===== config.mk =====
export PLATFORM = sky130hd
export DESIGN_NAME = dsm_front
export DESIGN_NICKNAME = d
export VERILOG_FILES = /design/src/hdl/dsm_pkg.sv /design/src/hdl/dsm_front.sv
export SDC_FILE = /design/constraint.sdc
export NUM_CORES = 1
export LEC_CHECK = 0
export BUFFER_PORTS_ARGS = -buffer_cell sky130_fd_sc_hd__buf_2
export CORE_MARGIN = 10
export CORE_UTILIZATION = 53
export DETAILED_ROUTE_END_ITERATION = 16
export PLACE_DENSITY_LB_ADDON = 0.15
export SETUP_SLACK_MARGIN = 0.4
export SLEW_MARGIN = 20
export SYNTH_ARGS = -nofsm -noshare
export SYNTH_HDL_FRONTEND = slang
export SYNTH_SLANG_ARGS = --single-unit

===== constraint.sdc =====
create_clock -name i_clk -period 3.2 [get_ports i_clk]
set_input_delay 0.96 -clock i_clk [delete_from_list [all_inputs] [get_ports i_clk]]
set_output_delay 0.96 -clock i_clk [all_outputs]
set_load 0.03 [all_outputs]

===== src/hdl/dsm_pkg.sv =====
// Shared types, codes and helpers of the domain suffix matcher.
// No dependencies; every other file of the block but dsm_ram imports this package.
package dsm_pkg;

    localparam int ENTRIES_DEF   = 64;
    localparam int ENTRY_LEN_DEF = 64;
    localparam int QUERY_LEN_DEF = 256;

    localparam logic [7:0] DOT_CHAR = 8'h2E;

    localparam logic [1:0] OP_CLEAR = 2'd0;
    localparam logic [1:0] OP_LOAD  = 2'd1;
    localparam logic [1:0] OP_QUERY = 2'd2;

    typedef struct packed {
        logic [1:0] opcode;
        logic [7:0] char_byte;
        logic       last;
    } t_in_word;

    typedef struct packed {
        logic listed;
        logic too_long;
    } t_out_word;

    typedef enum logic [1:0] {
        K_CLEAR,
        K_LOAD,
        K_QUERY,
        K_NOP
    } t_kind;

    typedef struct packed {
        t_kind      kind;
        logic [7:0] char_byte;
        logic       last;
    } t_cmd;

    typedef enum logic [2:0] {
        S_IDLE,
        S_LEN_RD,
        S_LEN_CHK,
        S_DOT_RD,
        S_DOT_CHK,
        S_CMP_RD,
        S_CMP_CHK,
        S_DONE
    } t_state;

    // Fold 'A'..'Z' to lower case; every other byte stands as it is.
    function automatic logic [7:0] fold(input logic [7:0] c);
        logic [7:0] r;
        r = c;
        if (c >= 8'h41 && c <= 8'h5A) begin
            r = c + 8'h20;
        end
        return r;
    endfunction

endpackage


===== src/hdl/dsm_front.sv =====
// Front end: accepts input words, classifies the opcode, queues commands.
// Depends on dsm_pkg.
module dsm_front (
    input  logic             i_clk,
    input  logic             i_rst_n,
    input  logic             push,
    output logic             full,
    input  dsm_pkg::t_in_word i_in_word,
    output logic             o_cmd_valid,
    output dsm_pkg::t_cmd    o_cmd,
    input  logic             i_cmd_pop
);
    import dsm_pkg::*;

    t_cmd       r_q [2];
    logic       r_wp, r_rp;
    logic [1:0] r_cnt;
    t_cmd       w_cmd;
    logic       w_push, w_pop;

    always_comb begin
        w_cmd.char_byte = i_in_word.char_byte;
        w_cmd.last      = i_in_word.last;
        case (i_in_word.opcode)
            OP_CLEAR: w_cmd.kind = K_CLEAR;
            OP_LOAD:  w_cmd.kind = K_LOAD;
            OP_QUERY: w_cmd.kind = K_QUERY;
            default:  w_cmd.kind = K_NOP;
        endcase
    end

    assign full        = (r_cnt == 2'd2);
    assign o_cmd_valid = (r_cnt != 2'd0);
    assign o_cmd       = r_q[r_rp];
    assign w_push      = push && !full;
    assign w_pop       = i_cmd_pop && o_cmd_valid;

    always_ff @(posedge i_clk) begin
        if (w_push) begin
            r_q[r_wp] <= w_cmd;
        end
        if (!i_rst_n) begin
            r_wp  <= 1'b0;
            r_rp  <= 1'b0;
            r_cnt <= 2'd0;
        end else begin
            if (w_push) r_wp <= !r_wp;
            if (w_pop)  r_rp <= !r_rp;
            r_cnt <= r_cnt + {1'b0, w_push} - {1'b0, w_pop};
        end
    end
endmodule


# Word level (Yosys, flattened, before mapping)
# Memories as Yosys holds them, arrays and structs flattened. A register that Yosys moved wholly into a read port is not among the register bits.
# Cells that the tools add are included.
# totals
register_bits	4
ramBits	22
rom_bits	0
latchBits	0
memories	1
word_cells	21
output_inout_bits	13
# classes
mul	0
order_cmp	0
bitwise	0
addsub	2
div_mod_pow	0
n_shift	0
n_eq_ne	3
n_reduce_logical	7
muxes	5
# mem_list
name	depth	word_bits	read_ports	rd_ports_with_merged_regs	write_ports	line	rtl
r_q	2	11	1	1	1	dsm_front.sv:15	t_cmd r_q [2];
# ops
op	count
$pmux 2 s3	1
$eq 2x2->1 const B	2
$mux 1	4
$logic_not 1->1	3
$add 2x1->2	1
$eq 2x1->1 const B	1
$logic_and 1x1->1	2
$logic_not 2->1	1
$reduce_bool 2->1	1
$sub 2x1->2	1

# Longest topological paths before layout
# Gate-level depths: netlist of the first run.
# depth
depth_word	5
depth_mapped	8
mapped_depth_nobuf	8

# Worst setup path after synthesis of the first run
# Ideal clock, no wire load.
# synth_timing
path_kind	input to register
start	in i_cmd_pop
end	reg r_cnt[1]
arrival_ns	1.924
path_buffers	0
path_stages	7
setup_time_ns	0.078
slack_ns	1.198
t_required_ns	3.122
path_cell_list	o21a_2 ha_1 inv_1 ha_1 xor2_1 and2_1 nor3_1
# synth_between
elab_chain_cells	2
# synth_rtl
item	line	rtl
start, declared	dsm_front.sv:11	input logic i_cmd_pop
$logic_and 1x1->1	dsm_front.sv:36	assign w_pop = i_cmd_pop && o_cmd_valid;
$sub 2x1->2	dsm_front.sv:49	r_cnt <= r_cnt + {1'b0, w_push} - {1'b0, w_pop};
end signal, assigned	dsm_front.sv:49	
end, declared	dsm_front.sv:17	logic [1:0] r_cnt;
# No other way between the ends.
# A chain may end at the register's enable or synchronous reset.

==> run_results.csv, run 1 <==
group,metric,value,unit
status,outcome,"completed",
critical_path,crit_path_end_kind,"primary output",
critical_path,path_cells,"mux2_2 -> buf_2",
grt,grt_pass1_wl,2880,µm
critical_path,critical_path_depth,2,
yosys,synthAdderAreaFrac,0.0241,
yosys,synth-compound-area-share,0.00844,
power_and_ir_drop,p_clk_frac,0.140,
power_and_ir_drop,p_seq_frac,0.488,
yosys,ys_seq_area_frac,0.733,
grt,grt.overflow.total,0,
clock_network,clock_sinks,27,
grt,grtUsageTotal,0.0876,
grt,grt_pass1_vias,578,
yosys,synthCells,63,
clock_network,postCtsResizedCells,0,
floorplan,num_rows,15,
floorplan,io_pins,28,
critical_path,critical_path_required,2.24,ns
sta,period_minus_slack,2.49,ns
detailed_routing,drc_errors,0,
layout,fin_cells,117,
layout,n_antenna_cell,0,
sta,slew_headroom,0.638,
yosys,ys_ff_latch,27,
sta,setup_violations,0,
sta,fmax,402,MHz
detailed_routing,via_per_inst,4.73,
clock_network,cts_made_buffers,3,
detailed_routing,vias,553,
grt,grt_max_degree,16,
detailed_routing,antenna_left,0,
floorplan,die_w,64.2,µm
critical_path,reg2regPathDepth,8,
power_and_ir_drop,sw_frac_of_total,0.364,
yosys,synth_commonest_cells,"edfxtp_1 (22), mux2_2 (11), dfxtp_1 (5)",
clock_network,cts_buffer_depth,2,
power_and_ir_drop,ir_drop,0.515,mV
job,drv_cap,0,
yosys,synth.top_cells.by_area,"edfxtp_1 (64%), mux2_2 (12%), dfxtp_1 (9.7%), ha_1 (2.4%), nor2_1 (1.4%)",
power_and_ir_drop,internal_power,0.651,mW
yosys,synthMuxAreaShare,0.129,
layout,layout.nets,110,
placed_design,numPortBuffers,27,
sta,maxSlewViolCount,0,
critical_path,cp_slowest_cell,"dfxtp_1",
worst_hold_path,hold_depth,2,
clock_network,cts_root_buffer,"clkbuf_4",
yosys,synth_ff_type,"edfxtp_1",
yosys,syn-mean-instance-area,16.5,µm²
sta,worstMarginPinSlew,0.543,ns
layout,filler_cell_count,128,
power_and_ir_drop,cellPowerDensity,836,mW/mm²
layout,syn2layout_area_growth,18.0,%
sta,period_share,0.777,
floorplan,die-area,0.00413,mm²
power_and_ir_drop,leakagePower,0.507,nW
critical_path,crit_buf_inv,1,
layout,multi_input_area,250,µm²
critical_path,r2r_slack,1.59,ns
yosys,synth_top_cell_area_share,0.637,
yosys,syn_area,0.00104,mm²
yosys,synth_cell_type_count,18,
detailed_routing,wl,1690,µm
yosys,ys_warn_count,0,
placed_design,place_inst,113,
detailed_routing,routedWlPerCell,14.5,µm
sta,fin_skew,0.00541,ns
yosys,synth_most_common_cell,"edfxtp_1",
critical_path,path_class,"reg -> out",
yosys,yosys.area_share.simple,0.0627,
clock_network,post_cts_buffers,0,
placed_design,gp_congestion,0.657,
critical_path,cp_slowest_stage_delay,0.64,ns
grt,antenna_found_initial,0,
floorplan,die_y,64.2,µm
sta,fin_tns_setup,0,ns
layout,finish.utilization,0.686,
sta,rsz0062_at_grt,"false",
sta,hold_viol,0,
yosys,synth_top_family_by_area,"multiplexers",
critical_path,cp_max_fo,11,
layout,drive_gt1_frac,0.489,
critical_path,cp_top_family,"flip-flops",
yosys,synthesis.nets,80,
yosys,synthXorXnorAreaFrac,0.0169,
clock_network,clk_pin_slew_worst_paths,0.14,ns
clock_network,htree_levels,1,
yosys,yosys.area.top_type,"edfxtp_1",
detailed_routing,dr.pass1.iters,4,
critical_path,cp-start-kind,"flip-flop",
clock_network,cts_tree,"done",
floorplan,start_util,0.582,
yosys,synth_edf_count,22,
power_and_ir_drop,netSwitchingPower,0.372,mW
detailed_routing,drtIter0Drc,12,
placed_design,dpl.hpwl,1250,µm
layout,register_area,761,µm²
yosys,ys_async_sr_fraction,0,
worst_hold_path,hp-class,"reg -> reg",
floorplan,fp.coreArea,0.00178,mm²
clock_network,worstSkewPairLatency,0.32,ns
power_and_ir_drop,p_comb_frac,0.372,
critical_path,cp_data_arrival_time,1.53,ns
clock_network,ctsHoldBuffers,0,
[metrics by stage]
| step | instance area, µm² | setup WS [ns] | hold slack [ns] | power, mW |
|---|---|---|---|---|
| global route | 1220 | 0.637 | 0.538 | 1.09 |
| detailed placement | 1200 | 1.02 | 0.479 | 0.896 |
| global placement | 1200 | 1.06 | 0.471 | 0.888 |
| floorplan | 1040 | 1.20 | 0.455 | 0.795 |
| finish | 1220 | 0.715 | 0.498 | 1.02 |
| CTS | 1220 | 0.689 | 0.499 | 1.03 |
[final timing paths]
path                       startpoint             endpoint
setup / recovery            flip-flop             o_cmd[6]
hold / removal      r_wp$_SDFFE_PN0N_    r_wp$_SDFFE_PN0N_
setup reg to reg  r_cnt[0]$_SDFF_PN0_  r_cnt[1]$_SDFF_PN0_
hold reg to reg     r_wp$_SDFFE_PN0N_    r_wp$_SDFFE_PN0N_
[layout by cell type, fill, tap and decap left out]
cell,n
or2_2,1
clkinv_2,1
nor2_1,4
nand2b_1,2
mux2i_1,1
edfxtp_1,22
nor3_1,1
ha_1,2
mux2_2,11
nand2_1,2
dfxtp_1,5
xor2_1,1
and3_1,1
o21a_2,1
buf_2,27
inv_1,3
buf_4,1
xnor2_1,1
clkbuf_4,3
and2_1,2
[power groups by stage]
stage / Clock, mW / Sequential [mW] / Combinational, mW
3_5_place_dp: 0 / 0.510 / 0.387
3_3_place_gp: 0 / 0.506 / 0.381
6_report: 0.143 / 0.500 / 0.381
5_1_grt: 0.166 / 0.507 / 0.417
2_1_floorplan: 0 / 0.485 / 0.310
4_1_cts: 0.144 / 0.501 / 0.387
[metal layers]
metal,up-vias,share of wire,GRT usage
li1,283,-,-
met1,254,0.45,0.107
met2,14,0.48,0.133
met3,2,0.063,0.0331
met4,0,0.0071,0.0401
met5,-,0,0
[kinds of logic after synthesis]
kind of cell | after synthesis
mux | 12
xor+xnor | 2
flops | 27
fa+ha+maj | 2
compound gates | 1
buf+inv | 6
simple gates | 13
[tightest hold or removal path: cells and delay by family, from the launching register on]
family | cells | cell delay [ns]
DFF | 1 | 0.35
muxes | 1 | 0.06
and+or+nand+nor | 1 | 0.06
[state kept, by name, summed over array words and instances (netlist names), named ones only]
name / count
r_cnt: 2
r_q: 22
r_rp: 1
r_wp: 1
[cell type report]
class                   instances  share of cell area
clock inverters                 1             0.00409
multi-input cells              30               0.204
flip-flops and latches         27               0.622
clock buffers                   3              0.0184
repair buffers                 28               0.117
well taps                      25              0.0256
inverters                       3             0.00920
Note: power is estimated with default switching activity, not from simulation.
==> run 2, diff against run 1 <==
--- a/config.mk
+++ b/config.mk
@@ -7,7 +7,7 @@
 export LEC_CHECK = 0
 export BUFFER_PORTS_ARGS = -buffer_cell sky130_fd_sc_hd__buf_2
 export CORE_MARGIN = 10
-export CORE_UTILIZATION = 53
+export CORE_UTILIZATION = 50
 export DETAILED_ROUTE_END_ITERATION = 16
 export PLACE_DENSITY_LB_ADDON = 0.15
 export SETUP_SLACK_MARGIN = 0.4
==> constraint.sdc (replaced) <==
create_clock -name i_clk -period 2.42 [get_ports i_clk]
set_input_delay 0.726 -clock i_clk [delete_from_list [all_inputs] [get_ports i_clk]]
set_output_delay 0.726 -clock i_clk [all_outputs]
set_load 0.03 [all_outputs]
==> run_results.csv, run 2 (synthesis results as in run 1) <==
group,metric,value,unit
detailed_routing,routedWlPerCell,15.2,µm
critical_path,cp-start-kind,"flip-flop",
clock_network,cts_made_buffers,3,
power_and_ir_drop,total_power,1.55,mW
sta,maxSlewViolCount,0,
placed_design,place_inst,115,
sta,period_share,0.839,
sta,setup_violations,0,
layout,finish.utilization,0.698,
critical_path,cp_top_family,"flip-flops",
sta,fmax,493,MHz
clock_network,cts_root_buffer,"clkbuf_4",
detailed_routing,wl,1840,µm
placed_design,dpl.hpwl,1310,µm
power_and_ir_drop,ir_drop,0.618,mV
detailed_routing,vias,579,
clock_network,worstSkewPairLatency,0.34,ns
grt,grt.overflow.total,0,
layout,reg_top3,"r_q: 22 flops, r_cnt: 2 flops",
critical_path,critical_path_required,1.69,ns
layout,layout.nets,112,
sta,fin_tns_setup,0,ns
status,outcome,"completed",
layout,final_common_cell,"edfxtp_1",
floorplan,io_pins,28,
floorplan,die_y,65.5,µm
sta,period_minus_slack,2.03,ns
worst_hold_path,hold_depth,2,
clock_network,ctsHoldBuffers,0,
worst_hold_path,hp-class,"reg -> reg",
sta,worstMarginPinSlew,0.531,ns
layout,final_cell_mix,"edfxtp_1 (22), buf_2 (16), buf_6 (12)",
critical_path,r2r_slack,0.77,ns
detailed_routing,dr.pass1.iters,4,
placed_design,gp_congestion,0.623,
grt,grt_pass1_vias,639,
grt,grt_pass1_wl,2820,µm
critical_path,cp_max_fo,6,
critical_path,crit_buf_inv,2,
clock_network,cts_tree,"done",
floorplan,start_util,0.529,
grt,antenna_found_initial,0,
power_and_ir_drop,leakagePower,0.580,nW
critical_path,path_cells,"buf_8 -> mux2_4 -> buf_6",
clock_network,cts_buffer_depth,2,
layout,n_antenna_cell,0,
critical_path,reg2regPathDepth,8,
sta,slew_headroom,0.646,
critical_path,cp_slowest_stage_delay,0.39,ns
job,drv_cap,0,
layout,fin_area,0.00137,mm²
layout,fin_cells,121,
floorplan,die_w,65.5,µm
power_and_ir_drop,cellPowerDensity,1130,mW/mm²
critical_path,critical_path_depth,3,
floorplan,num_rows,16,
critical_path,crit_path_end_kind,"primary output",
floorplan,fp.coreArea,0.00196,mm²
sta,rsz0062_at_grt,"true",
sta,holdWs,0.506,ns
clock_network,clk_pin_slew_worst_paths,0.15,ns
placed_design,numPortBuffers,27,
placed_design,place_area,0.00120,mm²
floorplan,die-area,0.00430,mm²
clock_network,clock_sinks,27,
layout,regMostFlops,"r_q",
detailed_routing,drtIter0Drc,22,
detailed_routing,via_per_inst,4.79,
grt,grt_max_degree,17,
sta,worst_slack,0.391,ns
detailed_routing,drc_errors,0,
layout,syn2layout_area_growth,32.0,%
critical_path,cp_slowest_cell,"dfxtp_4",
critical_path,path_class,"reg -> out",
clock_network,htree_levels,1,
detailed_routing,antenna_left,0,
sta,fin_skew,0.0148,ns
critical_path,cp_data_arrival_time,1.30,ns
layout,largest_register_ffs,22,
grt,grtUsageTotal,0.0860,
placed_design,dpl_worst_slack,0.490,ns
layout,drive_gt1_frac,0.511,
sta,hold_viol,0,
run 2: cell types whose count changed in the layout (fill, tap and decap cells not counted), moves of 11 or more:
cell,delta
buf_2,-11
buf_6,+12
mux2_2,-11
mux2_4,+11
run 2: final timing paths:
| kind | start | end |
|---|---|---|
| setup / recovery | flip-flop | o_cmd[0] |
| hold / removal | r_wp$_SDFFE_PN0N_ | r_wp$_SDFFE_PN0N_ |
| setup reg to reg | r_cnt[0]$_SDFF_PN0_ | r_cnt[1]$_SDFF_PN0_ |
| hold reg to reg | r_wp$_SDFFE_PN0N_ | r_wp$_SDFFE_PN0N_ |
run 2: repair_timing:
| item | in CTS | in global routing |
|---|---|---|
| endpoints found under the setup margin | 11 | 11 |
| gates resized for setup | 2 | 49 |
| gates cloned | 0 | 0 |
| setup buffers | 0 | 2 |
run 2: worst register-to-register path, delay by kind of cell (launching register included):
kind | cells | cell delay [ns]
adders and majority gates | 2 | 0.46
DFF | 1 | 0.40
and+or+nand+nor | 4 | 0.55
buffers and inverters | 1 | 0.04
xor gates and xnor gates | 1 | 0.15
run 2: area by class of cell:
class / count / area, µm²
inverter: 3 / 11.3
sequential: 27 / 764
tap: 27 / 33.8
fill: 155 / 593
timing repair buffer: 30 / 238
clock inverter: 1 / 7.51
multi-input combinational: 30 / 292
clock buffer: 3 / 22.5
run 2: power breakdown:
part | total [mW] | leakage [nW] | switching, mW | internal [mW]
sequential | 0.652 | 0.247 | 0.0439 | 0.608
combinational | 0.703 | 0.318 | 0.362 | 0.341
clock | 0.196 | 0.0139 | 0.133 | 0.0634
total | 1.55 | 0.580 | 0.539 | 1.01
run 2: routing by layer:
layer,GRT usage,wire (µm)
met4,0.0481,40
met5,0,0
met1,0.0832,730
met3,0.0322,110
met2,0.154,958
==> run 3, diff against run 2 <==
==> constraint.sdc (replaced) <==
create_clock -name i_clk -period 1.9 [get_ports i_clk]
set_input_delay 0.57 -clock i_clk [delete_from_list [all_inputs] [get_ports i_clk]]
set_output_delay 0.57 -clock i_clk [all_outputs]
set_load 0.03 [all_outputs]
==> run_results.csv, run 3 (synthesis results as in run 1) <==
group,metric,value,unit
job,drv_cap,0,
clock_network,htree_levels,1,
grt,grtUsageTotal,0.0990,
critical_path,reg2regPathDepth,8,
clock_network,cts_buffer_depth,2,
sta,period_minus_slack,1.85,ns
layout,reg_top3,"r_q: 22 flops, r_cnt: 2 flops",
detailed_routing,wl,2100,µm
grt,grt_max_degree,16,
sta,period_share,0.974,
critical_path,cp_max_fo,6,
clock_network,clk_pin_slew_worst_paths,0.14,ns
clock_network,cts_tree,"done",
sta,worstMarginPinSlew,0.274,ns
placed_design,dpl_worst_slack,0.100,ns
placed_design,gp_congestion,0.642,
grt,grt_pass1_wl,3250,µm
clock_network,cts_root_buffer,"clkbuf_4",
critical_path,crit_path_end_kind,"primary output",
sta,fin_tns_setup,0,ns
layout,largest_register_ffs,22,
floorplan,die_y,65.5,µm
detailed_routing,dr.pass1.iters,4,
sta,worst_slack,0.0492,ns
status,outcome,"completed",
clock_network,clock_sinks,27,
detailed_routing,routedWlPerCell,16.6,µm
detailed_routing,drc_errors,0,
sta,rsz0062_at_grt,"true",
detailed_routing,drtIter0Drc,24,
critical_path,rr_startpoint,"r_cnt[1]$_SDFF_PN0_",
layout,layout.nets,118,
critical_path,r2r-end,"r_cnt[1]$_SDFF_PN0_",
layout,final_common_cell,"edfxtp_1",
sta,slew_headroom,0.818,
critical_path,cp_slowest_cell,"dfxtp_2",
critical_path,r2r_slack,0.28,ns
grt,antenna_found_initial,0,
clock_network,ctsHoldBuffers,0,
floorplan,num_rows,16,
placed_design,numPortBuffers,27,
layout,regMostFlops,"r_q",
grt,grt.overflow.total,0,
sta,setup_violations,0,
floorplan,io_pins,28,
clock_network,cts_made_buffers,3,
power_and_ir_drop,cellPowerDensity,1490,mW/mm²
worst_hold_path,hold_start,"i_in_word[5]",
worst_hold_path,hold_depth,1,
layout,syn2layout_area_growth,43.5,%
clock_network,worstSkewPairLatency,0.32,ns
detailed_routing,via_per_inst,4.85,
floorplan,start_util,0.529,
critical_path,path_class,"reg -> out",
floorplan,die_w,65.5,µm
power_and_ir_drop,ir_drop,1.11,mV
sta,fin_skew,0.00727,ns
layout,n_antenna_cell,0,
sta,fmax,540,MHz
critical_path,critical_path_required,1.33,ns
placed_design,dpl.hpwl,1440,µm
detailed_routing,vias,616,
worst_hold_path,hp-class,"in -> reg",
power_and_ir_drop,leakagePower,0.620,nW
layout,drive_gt1_frac,0.640,
sta,maxSlewViolCount,0,
sta,hold_viol,0,
critical_path,cp_slowest_stage_delay,0.37,ns
floorplan,fp.coreArea,0.00196,mm²
detailed_routing,antenna_left,0,
grt,grt_pass1_vias,729,
critical_path,cpMostUsedCell,"buf_6",
critical_path,path_cells,"buf_6 -> mux2_4 -> buf_6",
worst_hold_path,hold_end,"r_q[0][5]$_DFFE_PP_",
layout,final_cell_mix,"edfxtp_1 (22), buf_6 (17), buf_2 (14)",
critical_path,cp_data_arrival_time,1.28,ns
critical_path,cp-start-kind,"flip-flop",
floorplan,die-area,0.00430,mm²
-- run 3: changes by cell type in the layout (fill, tap and decap cells not counted), moves of 2 or more --
cell,before,now
buf_6,12,17
ha_1,2,0
dfxtp_2,0,2
ha_4,0,2
buf_4,1,5
dfxtp_1,4,2
inv_1,3,1
buf_2,16,14
-- run 3: power breakdown --
group | switching, mW | internal (mW) | total [mW]
logic | 0.548 | 0.583 | 1.13
registers | 0.0633 | 0.780 | 0.843
clock network | 0.164 | 0.0789 | 0.243
total | 0.775 | 1.44 | 2.22
-- run 3: metal layers --
layer,GRT usage,wire length [µm]
met5,0,0
met4,0.0481,43
met3,0.0322,117
met2,0.190,1210
met1,0.0904,727
-- run 3: worst max-delay path by stage --
stage / start / to / depth (start not counted) / slack, ns
2_1_floorplan: i_cmd_pop / r_cnt[1]$_SDFF_PN0_ / 7 / 0.31
3_3_place_gp: i_cmd_pop / r_cnt[1]$_SDFF_PN0_ / 8 / 0.19
3_5_place_dp: i_cmd_pop / r_cnt[1]$_SDFF_PN0_ / 8 / 0.10
4_1_cts: flip-flop / o_cmd[6] / 3 / 0.05
5_1_grt: flip-flop / o_cmd[6] / 3 / 0.009
6_report: flip-flop / o_cmd[9] / 3 / 0.05
-- run 3: stage by stage --
step	power [mW]	util	hold WS (ns)	instances	cell area [µm²]
2_1_floorplan	1.37	-	0.466	63	1060
3_3_place_gp	1.56	0.636	0.480	118	1250
3_5_place_dp	1.58	0.636	0.497	118	1250
4_1_cts	2.19	0.751	0.421	126	1470
5_1_grt	2.31	0.759	0.414	127	1490
6_report	2.22	0.759	0.421	127	1490
-- run 3: what timing repair did --
| item | in CTS | in global routing |
|---|---|---|
| endpoints found under the setup margin | 15 | 14 |
| buffers inserted | 4 | 1 |
| pin swaps | 7 | 2 |
| gates cloned | 0 | 0 |
| endpoints found under the hold margin | 0 | 0 |
| resized for setup | 51 | 2 |
-- run 3: worst max-delay path: cells and delay by family, from the launching register on --
| family | cells | cell delay (ns) |
|---|---|---|
| flops | 1 | 0.37 |
| mux | 1 | 0.31 |
| buf+inv | 2 | 0.28 |
-- run 3: area by class of cell --
class | instances | area [µm²]
Sequential cell | 27 | 767
Fill cell | 138 | 473
Multi-Input combinational cell | 30 | 348
Timing Repair Buffer | 36 | 299
Tap cell | 27 | 33.8
Clock buffer | 3 | 22.5
Inverter | 3 | 13.8
Clock inverter | 1 | 5.00
